### src/hw/rtl/dflm_pkg.sv
// Shared types and codes for the descriptor free-list manager.
package dflm_pkg;

	localparam int IndexW = 8;
	localparam int CountW = 9;

	localparam logic [CountW-1:0] MinQueue = 9'd2;
	localparam logic [CountW-1:0] ResetQueueSize = 9'd256;

	typedef enum logic [1:0] {
		KIND_INIT  = 2'd0,
		KIND_ALLOC = 2'd1,
		KIND_LINK  = 2'd2,
		KIND_FREE  = 2'd3
	} kind_t;

	typedef enum logic [1:0] {
		ST_OK      = 2'd0,
		ST_EMPTY   = 2'd1,
		ST_OVERRUN = 2'd2
	} status_t;

	// One table entry: link word and chain flag.
	typedef struct packed {
		logic [IndexW-1:0] link;
		logic              chain;
	} entry_t;

	// Commands from the controller to the datapath.
	typedef struct packed {
		logic    latch_item;
		logic    do_init;
		logic    do_link;
		logic    load_cursor;
		logic    cursor_from_head;
		logic    rd_issue;
		logic    alloc_commit;
		logic    push_commit;
		logic    set_status;
		status_t status_code;
		logic    load_out;
	} dp_cmd_t;

	// Conditions reported by the datapath to the controller.
	typedef struct packed {
		kind_t kind;
		logic  list_empty;
		logic  cursor_oob;
		logic  entry_last;
		logic  step_limit;
	} dp_flags_t;

endpackage

### src/hw/rtl/dflm_datapath.sv
// Datapath: descriptor table memory, free-list head and count, walk cursor, result registers.
module dflm_datapath #(
	parameter int QUEUE_DEPTH = 256
) (
	input  logic                     clk,
	input  logic                     arst_n,
	input  logic                     cfg_wr_en,
	input  logic [8:0]               cfg_wr_data,
	input  logic [1:0]               kind,
	input  logic [7:0]               desc_index,
	input  logic [7:0]               next_index,
	input  logic                     has_next,
	input  dflm_pkg::dp_cmd_t        cmd,
	output dflm_pkg::dp_flags_t      flags,
	output logic [1:0]               status,
	output logic [7:0]               alloc_index,
	output logic [8:0]               free_count
);
	import dflm_pkg::*;

	localparam int TableDepth = (QUEUE_DEPTH < 256) ? QUEUE_DEPTH : 256;
	localparam int AddrW = (TableDepth > 1) ? $clog2(TableDepth) : 1;
	localparam logic [CountW-1:0] TableDepthC = CountW'(TableDepth);

	// Item and configuration registers
	kind_t               kind_q;
	logic [IndexW-1:0]   di_q;
	logic [IndexW-1:0]   ni_q;
	logic                hn_q;
	logic [CountW-1:0]   queue_size_q;

	// Free-list state and walk state
	logic [IndexW-1:0]   head_q;
	logic [CountW-1:0]   total_q;
	logic [IndexW-1:0]   cursor_q;
	logic [CountW-1:0]   step_q;
	status_t             status_q;
	logic [IndexW-1:0]   given_q;

	// Table storage
	entry_t              mem [TableDepth];
	logic [TableDepth-1:0] vld_q;
	entry_t              rd_word_q;
	logic                rd_vld_q;

	// Result registers
	status_t             out_status_q;
	logic [IndexW-1:0]   out_alloc_q;
	logic [CountW-1:0]   out_count_q;

	logic [CountW-1:0]   q_eff;
	logic [IndexW-1:0]   cur_link;
	logic                cur_chain;
	logic                mem_we;
	logic [AddrW-1:0]    mem_wa;
	entry_t              mem_wd;

	always_comb begin
		q_eff = queue_size_q;
		if (q_eff < MinQueue) begin
			q_eff = MinQueue;
		end
		if (q_eff > TableDepthC) begin
			q_eff = TableDepthC;
		end
	end

	// An entry never written since reset or init reads as its reset value.
	assign cur_link  = rd_vld_q ? rd_word_q.link : cursor_q + 8'd1;
	assign cur_chain = rd_vld_q & rd_word_q.chain;

	assign flags.kind       = kind_q;
	assign flags.list_empty = (total_q == '0) || ({1'b0, head_q} >= q_eff);
	assign flags.cursor_oob = {1'b0, cursor_q} >= q_eff;
	assign flags.entry_last = ~cur_chain;
	assign flags.step_limit = (step_q + 9'd1) == q_eff;

	always_comb begin
		mem_we = 1'b0;
		mem_wa = cursor_q[AddrW-1:0];
		mem_wd = '{link: '0, chain: 1'b0};
		if (cmd.do_link && ({1'b0, di_q} < q_eff)) begin
			mem_we = 1'b1;
			mem_wa = di_q[AddrW-1:0];
			mem_wd = '{link: ni_q, chain: hn_q};
		end else if (cmd.alloc_commit) begin
			mem_we = 1'b1;
		end else if (cmd.push_commit) begin
			mem_we = 1'b1;
			mem_wd = '{link: head_q, chain: 1'b0};
		end
	end

	always_ff @(posedge clk) begin
		if (mem_we) begin
			mem[mem_wa] <= mem_wd;
		end
		if (cmd.rd_issue) begin
			rd_word_q <= mem[cursor_q[AddrW-1:0]];
			rd_vld_q  <= vld_q[cursor_q[AddrW-1:0]];
		end
	end

	always_ff @(posedge clk or negedge arst_n) begin
		if (!arst_n) begin
			vld_q <= '0;
		end else begin
			if (cmd.do_init) begin
				for (int j = 0; j < TableDepth; j++) begin
					if (CountW'(j) < q_eff) begin
						vld_q[j] <= 1'b0;
					end
				end
			end else if (mem_we) begin
				vld_q[mem_wa] <= 1'b1;
			end
		end
	end

	// Payload registers
	always_ff @(posedge clk) begin
		if (cmd.latch_item) begin
			kind_q <= kind_t'(kind);
			di_q   <= desc_index;
			ni_q   <= next_index;
			hn_q   <= has_next;
		end
		if (cmd.load_cursor) begin
			cursor_q <= cmd.cursor_from_head ? head_q : di_q;
			step_q   <= '0;
		end else if (cmd.push_commit) begin
			cursor_q <= cur_link;
			step_q   <= step_q + 9'd1;
		end
		if (cmd.latch_item) begin
			given_q <= '0;
		end else if (cmd.alloc_commit) begin
			given_q <= cursor_q;
		end
		if (cmd.load_out) begin
			out_status_q <= status_q;
			out_alloc_q  <= given_q;
			out_count_q  <= (total_q < q_eff) ? total_q : q_eff;
		end
	end

	always_ff @(posedge clk or negedge arst_n) begin
		if (!arst_n) begin
			queue_size_q <= ResetQueueSize;
			head_q       <= '0;
			total_q      <= TableDepthC;
			status_q     <= ST_OK;
		end else begin
			if (cfg_wr_en) begin
				queue_size_q <= cfg_wr_data;
			end
			if (cmd.latch_item) begin
				status_q <= ST_OK;
			end else if (cmd.set_status) begin
				status_q <= cmd.status_code;
			end
			if (cmd.do_init) begin
				head_q  <= '0;
				total_q <= q_eff;
			end else if (cmd.alloc_commit) begin
				head_q  <= cur_link;
				total_q <= total_q - 9'd1;
			end else if (cmd.push_commit) begin
				head_q <= cursor_q;
				if (total_q < q_eff) begin
					total_q <= total_q + 9'd1;
				end
			end
		end
	end

	assign status      = out_status_q;
	assign alloc_index = out_alloc_q;
	assign free_count  = out_count_q;

endmodule

### src/hw/rtl/dflm_ctrl.sv
// Controller: sequences one item at a time through the datapath and owns the handshakes.
module dflm_ctrl (
	input  logic                 clk,
	input  logic                 arst_n,
	input  logic                 in_valid,
	output logic                 in_stall,
	output logic                 out_valid,
	input  logic                 out_stall,
	input  dflm_pkg::dp_flags_t  flags,
	output dflm_pkg::dp_cmd_t    cmd
);
	import dflm_pkg::*;

	typedef enum logic [4:0] {
		S_IDLE = 5'b00001,
		S_EXEC = 5'b00010,
		S_READ = 5'b00100,
		S_UPD  = 5'b01000,
		S_FIN  = 5'b10000
	} state_t;

	state_t state_q;
	state_t state_d;
	logic   out_valid_q;

	always_comb begin
		state_d = state_q;
		cmd     = '0;
		case (state_q)
			S_IDLE: begin
				if (in_valid) begin
					cmd.latch_item = 1'b1;
					state_d        = S_EXEC;
				end
			end
			S_EXEC: begin
				case (flags.kind)
					KIND_INIT: begin
						cmd.do_init = 1'b1;
						state_d     = S_FIN;
					end
					KIND_ALLOC: begin
						if (flags.list_empty) begin
							cmd.set_status  = 1'b1;
							cmd.status_code = ST_EMPTY;
							state_d         = S_FIN;
						end else begin
							cmd.load_cursor      = 1'b1;
							cmd.cursor_from_head = 1'b1;
							state_d              = S_READ;
						end
					end
					KIND_LINK: begin
						cmd.do_link = 1'b1;
						state_d     = S_FIN;
					end
					KIND_FREE: begin
						cmd.load_cursor = 1'b1;
						state_d         = S_READ;
					end
					default: begin
						state_d = S_FIN;
					end
				endcase
			end
			S_READ: begin
				// Alloc cursor was range-checked with the head; only a walk can leave range.
				if (flags.kind == KIND_FREE && flags.cursor_oob) begin
					cmd.set_status  = 1'b1;
					cmd.status_code = ST_OVERRUN;
					state_d         = S_FIN;
				end else begin
					cmd.rd_issue = 1'b1;
					state_d      = S_UPD;
				end
			end
			S_UPD: begin
				if (flags.kind == KIND_ALLOC) begin
					cmd.alloc_commit = 1'b1;
					state_d          = S_FIN;
				end else begin
					cmd.push_commit = 1'b1;
					if (flags.entry_last) begin
						state_d = S_FIN;
					end else if (flags.step_limit) begin
						cmd.set_status  = 1'b1;
						cmd.status_code = ST_OVERRUN;
						state_d         = S_FIN;
					end else begin
						state_d = S_READ;
					end
				end
			end
			S_FIN: begin
				// Hold the result until the output register frees up.
				if (!out_valid_q || !out_stall) begin
					cmd.load_out = 1'b1;
					state_d      = S_IDLE;
				end
			end
			default: begin
				state_d = S_IDLE;
			end
		endcase
	end

	always_ff @(posedge clk or negedge arst_n) begin
		if (!arst_n) begin
			state_q     <= S_IDLE;
			out_valid_q <= 1'b0;
		end else begin
			state_q <= state_d;
			if (cmd.load_out) begin
				out_valid_q <= 1'b1;
			end else if (!out_stall) begin
				out_valid_q <= 1'b0;
			end
		end
	end

	assign in_stall  = (state_q != S_IDLE);
	assign out_valid = out_valid_q;

endmodule

### src/hw/rtl/descriptor_free_list_manager_unit.sv
// Top level of the descriptor free-list manager for one split virtqueue.
//
// Input channel (in_valid / in_stall) carries one command item: kind selects
// init free list, allocate, set link or free chain; desc_index, next_index
// and has_next are its operands. The output channel (out_valid / out_stall)
// returns exactly one result item per command: status, alloc_index and
// free_count (free descriptors left, saturated at the effective queue size).
// queue_size is written via cfg_wr_en / cfg_wr_data, by the user only while idle; the
// block does not enforce this. It is clamped to 2..min(QUEUE_DEPTH, 256) on every command.
//
// Timing: one command is in flight at a time. Init, set link and an allocate that finds
// no free descriptor go from the execute state straight to finish; allocate passes
// through the read and update states, and a free chain through read and update once
// per pushed descriptor, with a final read when it stops at an index past the queue.
// Each link costs one registered read and one write-back in the single-port table.
// The result turns valid as the block returns to idle and sits in an output register,
// so a stalled receiver only blocks once a second result is ready.
//
// Reset: the table reads as entry i -> i+1 with chain flags clear (per-entry
// valid bits), the list head is 0 and the free count is min(256, QUEUE_DEPTH).
module descriptor_free_list_manager_unit #(
	parameter int QUEUE_DEPTH = 256
) (
	input  logic       clk,
	input  logic       arst_n,
	input  logic       cfg_wr_en,
	input  logic [8:0] cfg_wr_data,
	input  logic       in_valid,
	output logic       in_stall,
	input  logic [1:0] kind,
	input  logic [7:0] desc_index,
	input  logic [7:0] next_index,
	input  logic       has_next,
	output logic       out_valid,
	input  logic       out_stall,
	output logic [1:0] status,
	output logic [7:0] alloc_index,
	output logic [8:0] free_count
);
	import dflm_pkg::*;

	dp_cmd_t   cmd;
	dp_flags_t flags;

	// Sequencer: walks each item through its states and drives the handshakes.
	dflm_ctrl u_ctrl (
		.clk       (clk),
		.arst_n    (arst_n),
		.in_valid  (in_valid),
		.in_stall  (in_stall),
		.out_valid (out_valid),
		.out_stall (out_stall),
		.flags     (flags),
		.cmd       (cmd)
	);

	// Table, list head, free count, walk cursor and result registers.
	dflm_datapath #(
		.QUEUE_DEPTH (QUEUE_DEPTH)
	) u_datapath (
		.clk         (clk),
		.arst_n      (arst_n),
		.cfg_wr_en   (cfg_wr_en),
		.cfg_wr_data (cfg_wr_data),
		.kind        (kind),
		.desc_index  (desc_index),
		.next_index  (next_index),
		.has_next    (has_next),
		.cmd         (cmd),
		.flags       (flags),
		.status      (status),
		.alloc_index (alloc_index),
		.free_count  (free_count)
	);

endmodule

### config.mk
export PLATFORM = sky130hd
export DESIGN_NAME = descriptor_free_list_manager_unit
export DESIGN_NICKNAME = d
export VERILOG_FILES = /design/src/hw/rtl/dflm_pkg.sv /design/src/hw/rtl/dflm_datapath.sv /design/src/hw/rtl/dflm_ctrl.sv /design/src/hw/rtl/descriptor_free_list_manager_unit.sv
export SDC_FILE = /design/constraint.sdc
export NUM_CORES = 2
export LEC_CHECK = 0
export ABC_CLOCK_PERIOD_IN_PS = 13900
export BUFFER_PORTS_ARGS = -buffer_cell sky130_fd_sc_hd__buf_2
export CAP_MARGIN = 20
export CORE_ASPECT_RATIO = 1.5
export CORE_MARGIN = 5
export CORE_UTILIZATION = 50
export DETAILED_ROUTE_END_ITERATION = 8
export GPL_TIMING_DRIVEN = 1
export PLACE_DENSITY = 0.7
export SLEW_MARGIN = 20
export SYNTH_ARGS = -nofsm -noshare
export SYNTH_HDL_FRONTEND = slang
export SYNTH_SLANG_ARGS = --single-unit
### constraint.sdc
create_clock -name clk -period 13.9 [get_ports clk]
set_clock_uncertainty 0.05 [all_clocks]
set_input_delay 2.78 -clock clk [delete_from_list [all_inputs] [get_ports clk]]
set_output_delay 2.78 -clock clk [all_outputs]
set_load 0.01 [all_outputs]
==> results.yml <==
clock_network:
  clk_path_buf_depth: 4
  cts_buffers: 231
  cts_hold_buffers: 0
  cts.sinks: 2667
  cts_tree: "yes"
  clock_latency_ns: 0.91
  post_cts_resized: 0
  clkSlewWorstSetupHoldPaths_ns: 0.07
  h-tree-depth: 4
  post-cts-setup-buffer-count: 0
  root_buffer: "clkbuf_16"
setup_path:
  cp_common_cell: "buf_4"
  crit_chain: "nor2b_1, clkinv_1, ha_1, nand2b_1, and4_1, nand2_1, o22ai_4, and2_4, buf_4, buf_4, buf_4"
  slowest_stage: "nor2b_1"
  startpoint: "u_datapath.queue_size_q[8]$_DFFE_PN1P_"
  end_kind: "register"
  critPathMaxStageDelay_ns: 1.01
  worst_setup_path_start_kind: "register"
  r2r_start: "u_datapath.queue_size_q[8]$_DFFE_PN1P_"
  critPathTopFamily: "buffers and inverters"
  worstSetupPathType: "reg2reg"
  worst-path-buf-inv: 4
  critPathMaxFanout: 78
  cp.arrival_ns: 7.94
  cp.required_ns: 14.41
finish:
  register_area_mm2: 0.0785
  design_area_mm2: 0.120
  drive_gt1_share_pct: 21.7
  nFillCells: 16200
  final_nets: 6209
  areaGrowthSynthToFinish_pct: 11.1
  multi_input_area_mm2: 0.0287
  final_core_util_pct: 55.8
synth:
  ys_types: 92
  yosys_warnings: 0
  postSynthAreaPerCell_um2: 18.0
  synth_nets: 6089
  netlist_area_mm2: 0.108
  synth_flop_cell: "edfxtp_1"
  ys_seq_elements: 2667
  synth_edf_count: 2360
  async_reset_ff_share_pct: 10.9
  ys_seq_area_share_pct: 72.5
  syn_inst: 6015
global_route:
  met3_usage_pct: 8.16
  grt_usage_pct: 30.9
  busiest_layer: "met2"
  grt_antenna_before_repair: 28
  grt_max_degree: 157
  grt_first_pass_wirelength_mm: 490
  use_met1_pct: 38.1
  grt-ovfl-total: 0
  grtUsageMet2_pct: 47.8
  grt_pass1_vias: 61400
drt:
  routed_via_density: 6.77
  totalWireLength_mm: 353
  wl_per_cell_um: 38.2
  first_pass_iters: 8
  drc_errors: 0
  ant_nets: 0
  vias: 62500
  drt_iter0_drc: 8841
placed_design:
  place_congestion: 1.05
  placed_cell_area_mm2: 0.113
  io_buffer_count: 53
  dp_hpwl_mm: 235
worst_hold_path:
  hp-start: "u_datapath.given_q[2]$_SDFFE_PP0P_"
  hp-class: "reg2reg"
sta:
  drv_slew: 0
  min_period_ns: 7.44
  finalCritPeriodShare_pct: 53.5
  hold_viol_final: 0
  rsz0062_at_grt: "false"
  max_slew_margin_pct: 11.2
  tightest_slew_ns: 1.33
  setup_tns_ns: 0
  fmax_mhz: 134
  setup_viol_count_final: 0
  hold_slack_ns: 0.388
die:
  initial_core_util_pct: 50.2
  die_h_um: 580
  die_w_um: 390
  std_cell_rows: 209
  die_area_mm2: 0.226
  core_mm2: 0.216
  ios: 54
pwr:
  leakage_nw: 41.3
  p_total_mw: 16.9
  p_per_area_mw_per_mm2: 140
  vdd_drop_max_uv: 118
outcome:
  status: "complete, no violations"
flow_run:
  drv_cap: 0
[flip-flops by register name, summed over array words and instances (netlist names)]
name,flops
u_datapath.mem,2304
u_datapath.status_q,2
u_datapath.cursor_q,8
u_datapath.rd_vld_q,1
u_datapath.queue_size_q,9
u_datapath.di_q,8
u_ctrl.state_q,5
u_datapath.total_q,9
u_ctrl.out_valid,1
u_datapath.step_q,9
u_datapath.free_count,9
u_datapath.head_q,8
u_datapath.kind_q,2
u_datapath.ni_q,8
u_datapath.vld_q,256
u_datapath.rd_word_q,9
u_datapath.given_q,8
u_datapath.status,2
u_datapath.alloc_index,8
u_datapath.hn_q,1
[final cells by class]
type | instances | share of cell area [%]
antenna | 50 | 0.104
clock buffer | 286 | 5.13
clock inverter | 136 | 1.21
inverter | 35 | 0.113
multi-input combinational | 2959 | 23.8
sequential | 2667 | 65.2
tap | 2848 | 2.96
timing repair buffer | 241 | 1.49
[path summary, 6_finish.rpt]
| kind | end | slack [ns] | cells after the start |
|---|---|---|---|
| min in group asynchronous | u_datapath.queue_size_q[0]$_DFFE_PN0P_ | 1.84 | 1 |
| setup reg to reg | u_datapath.mem[87][0]$_DFFE_PP_ | 6.46 | 11 |
| max in group asynchronous | u_datapath.vld_q[179]$_DFFE_PN0P_ | 9.34 | 3 |
| hold / removal | u_datapath.alloc_index[2]$_DFFE_PP_ | 0.39 | 0 |
| hold reg to reg | u_datapath.alloc_index[2]$_DFFE_PP_ | 0.39 | 0 |
| setup / recovery | u_datapath.mem[87][0]$_DFFE_PP_ | 6.46 | 11 |
[synthesized netlist by cell type, drive strengths merged, types with 6 or more instances]
master   number  share of area [%]
nand2       252               0.87
a22o         22               0.18
o211ai       17               0.12
a21o         26               0.18
or3           9              0.052
o32ai         6              0.049
ha           40               0.46
and3          9              0.052
or4          10              0.069
o22ai       174                1.0
buf         182               0.83
mux2         29               0.33
dfxtp        17               0.31
a2bb2oi      44               0.36
nor2b        30               0.17
or2           9              0.052
edfxtp     2360                 65
xnor2        16               0.13
o41ai        17               0.17
nand4        27               0.16
o31ai        12              0.096
o21a        103               0.72
and2         23               0.13
a22oi        39               0.28
nor3         61               0.29
a221oi       13               0.11
nor4         45               0.27
xor2         12              0.097
o21ai       289                1.3
o22a          9              0.073
nor2        513                1.8
mux2i       131                1.2
a31oi        58               0.38
dfrtp       287                6.6
clkbuf      172               0.60
nand2b       11              0.064
nand3        46               0.21
a211oi       34               0.24
mux4        632                 13
a21oi       127               0.59
inv          32               0.11
[logic make-up (layout without fill, tap and decap cells)]
family                     after synthesis  count (layout)  share of synthesized area [%]
other                                    0              50                              0
AOI/OAI and AO/OA                     1030            1030                           6.23
and+or+nand+nor                       1068            1068                           4.35
buffers and inverters                  389             698                           1.55
adders and majority gates               41              41                          0.481
muxes                                  792             792                           14.7
DFF                                   2667            2667                           72.5
xor gates and xnor gates                28              28                          0.226
[cells in the final DEF, fill, tap and decap left out, types with 27 or more instances in the layout]
cell type     n
o22ai_1     167
a211oi_1     27
a22oi_1      37
mux2i_1     126
nor3_1       52
nand2_1     251
clkbuf_16   233
clkinv_1     38
edfxtp_1   2360
buf_4       177
nor2_1      489
a31oi_1      48
nor2b_1      29
o21ai_0     274
a2bb2oi_1    44
dfrtp_1     287
nand4_1      27
o21a_1      102
clkinv_2     45
buf_2        53
a21oi_1     122
mux4_2      632
bufinv_16    28
nand3_1      46
clkbuf_1     39
ha_1         40
diode_2      50
inv_1        29
nor4_1       41
[power by group]
group / internal [mW] / switching [mW] / total [mW]
sequential: 8.77 / 0.108 / 8.88
combinational: 0.438 / 1.04 / 1.48
clock: 3.67 / 2.88 / 6.55
total: 12.9 / 4.02 / 16.9
[through the flow]
stage,cells,setup slack [ns]
floorplan,6015,6.27
global placement,8744,6.77
detailed placement,8749,6.46
CTS,9171,6.43
global route,9195,6.20
finish,9222,6.46
[per-layer routing]
metal | wire, um | vias up
met5 | 118 | -
met4 | 31300 | 20
met3 | 35900 | 1097
met2 | 166000 | 4166
met1 | 120000 | 32500
li1 | - | 24700
Note: power is estimated with default switching activity, not from simulation.
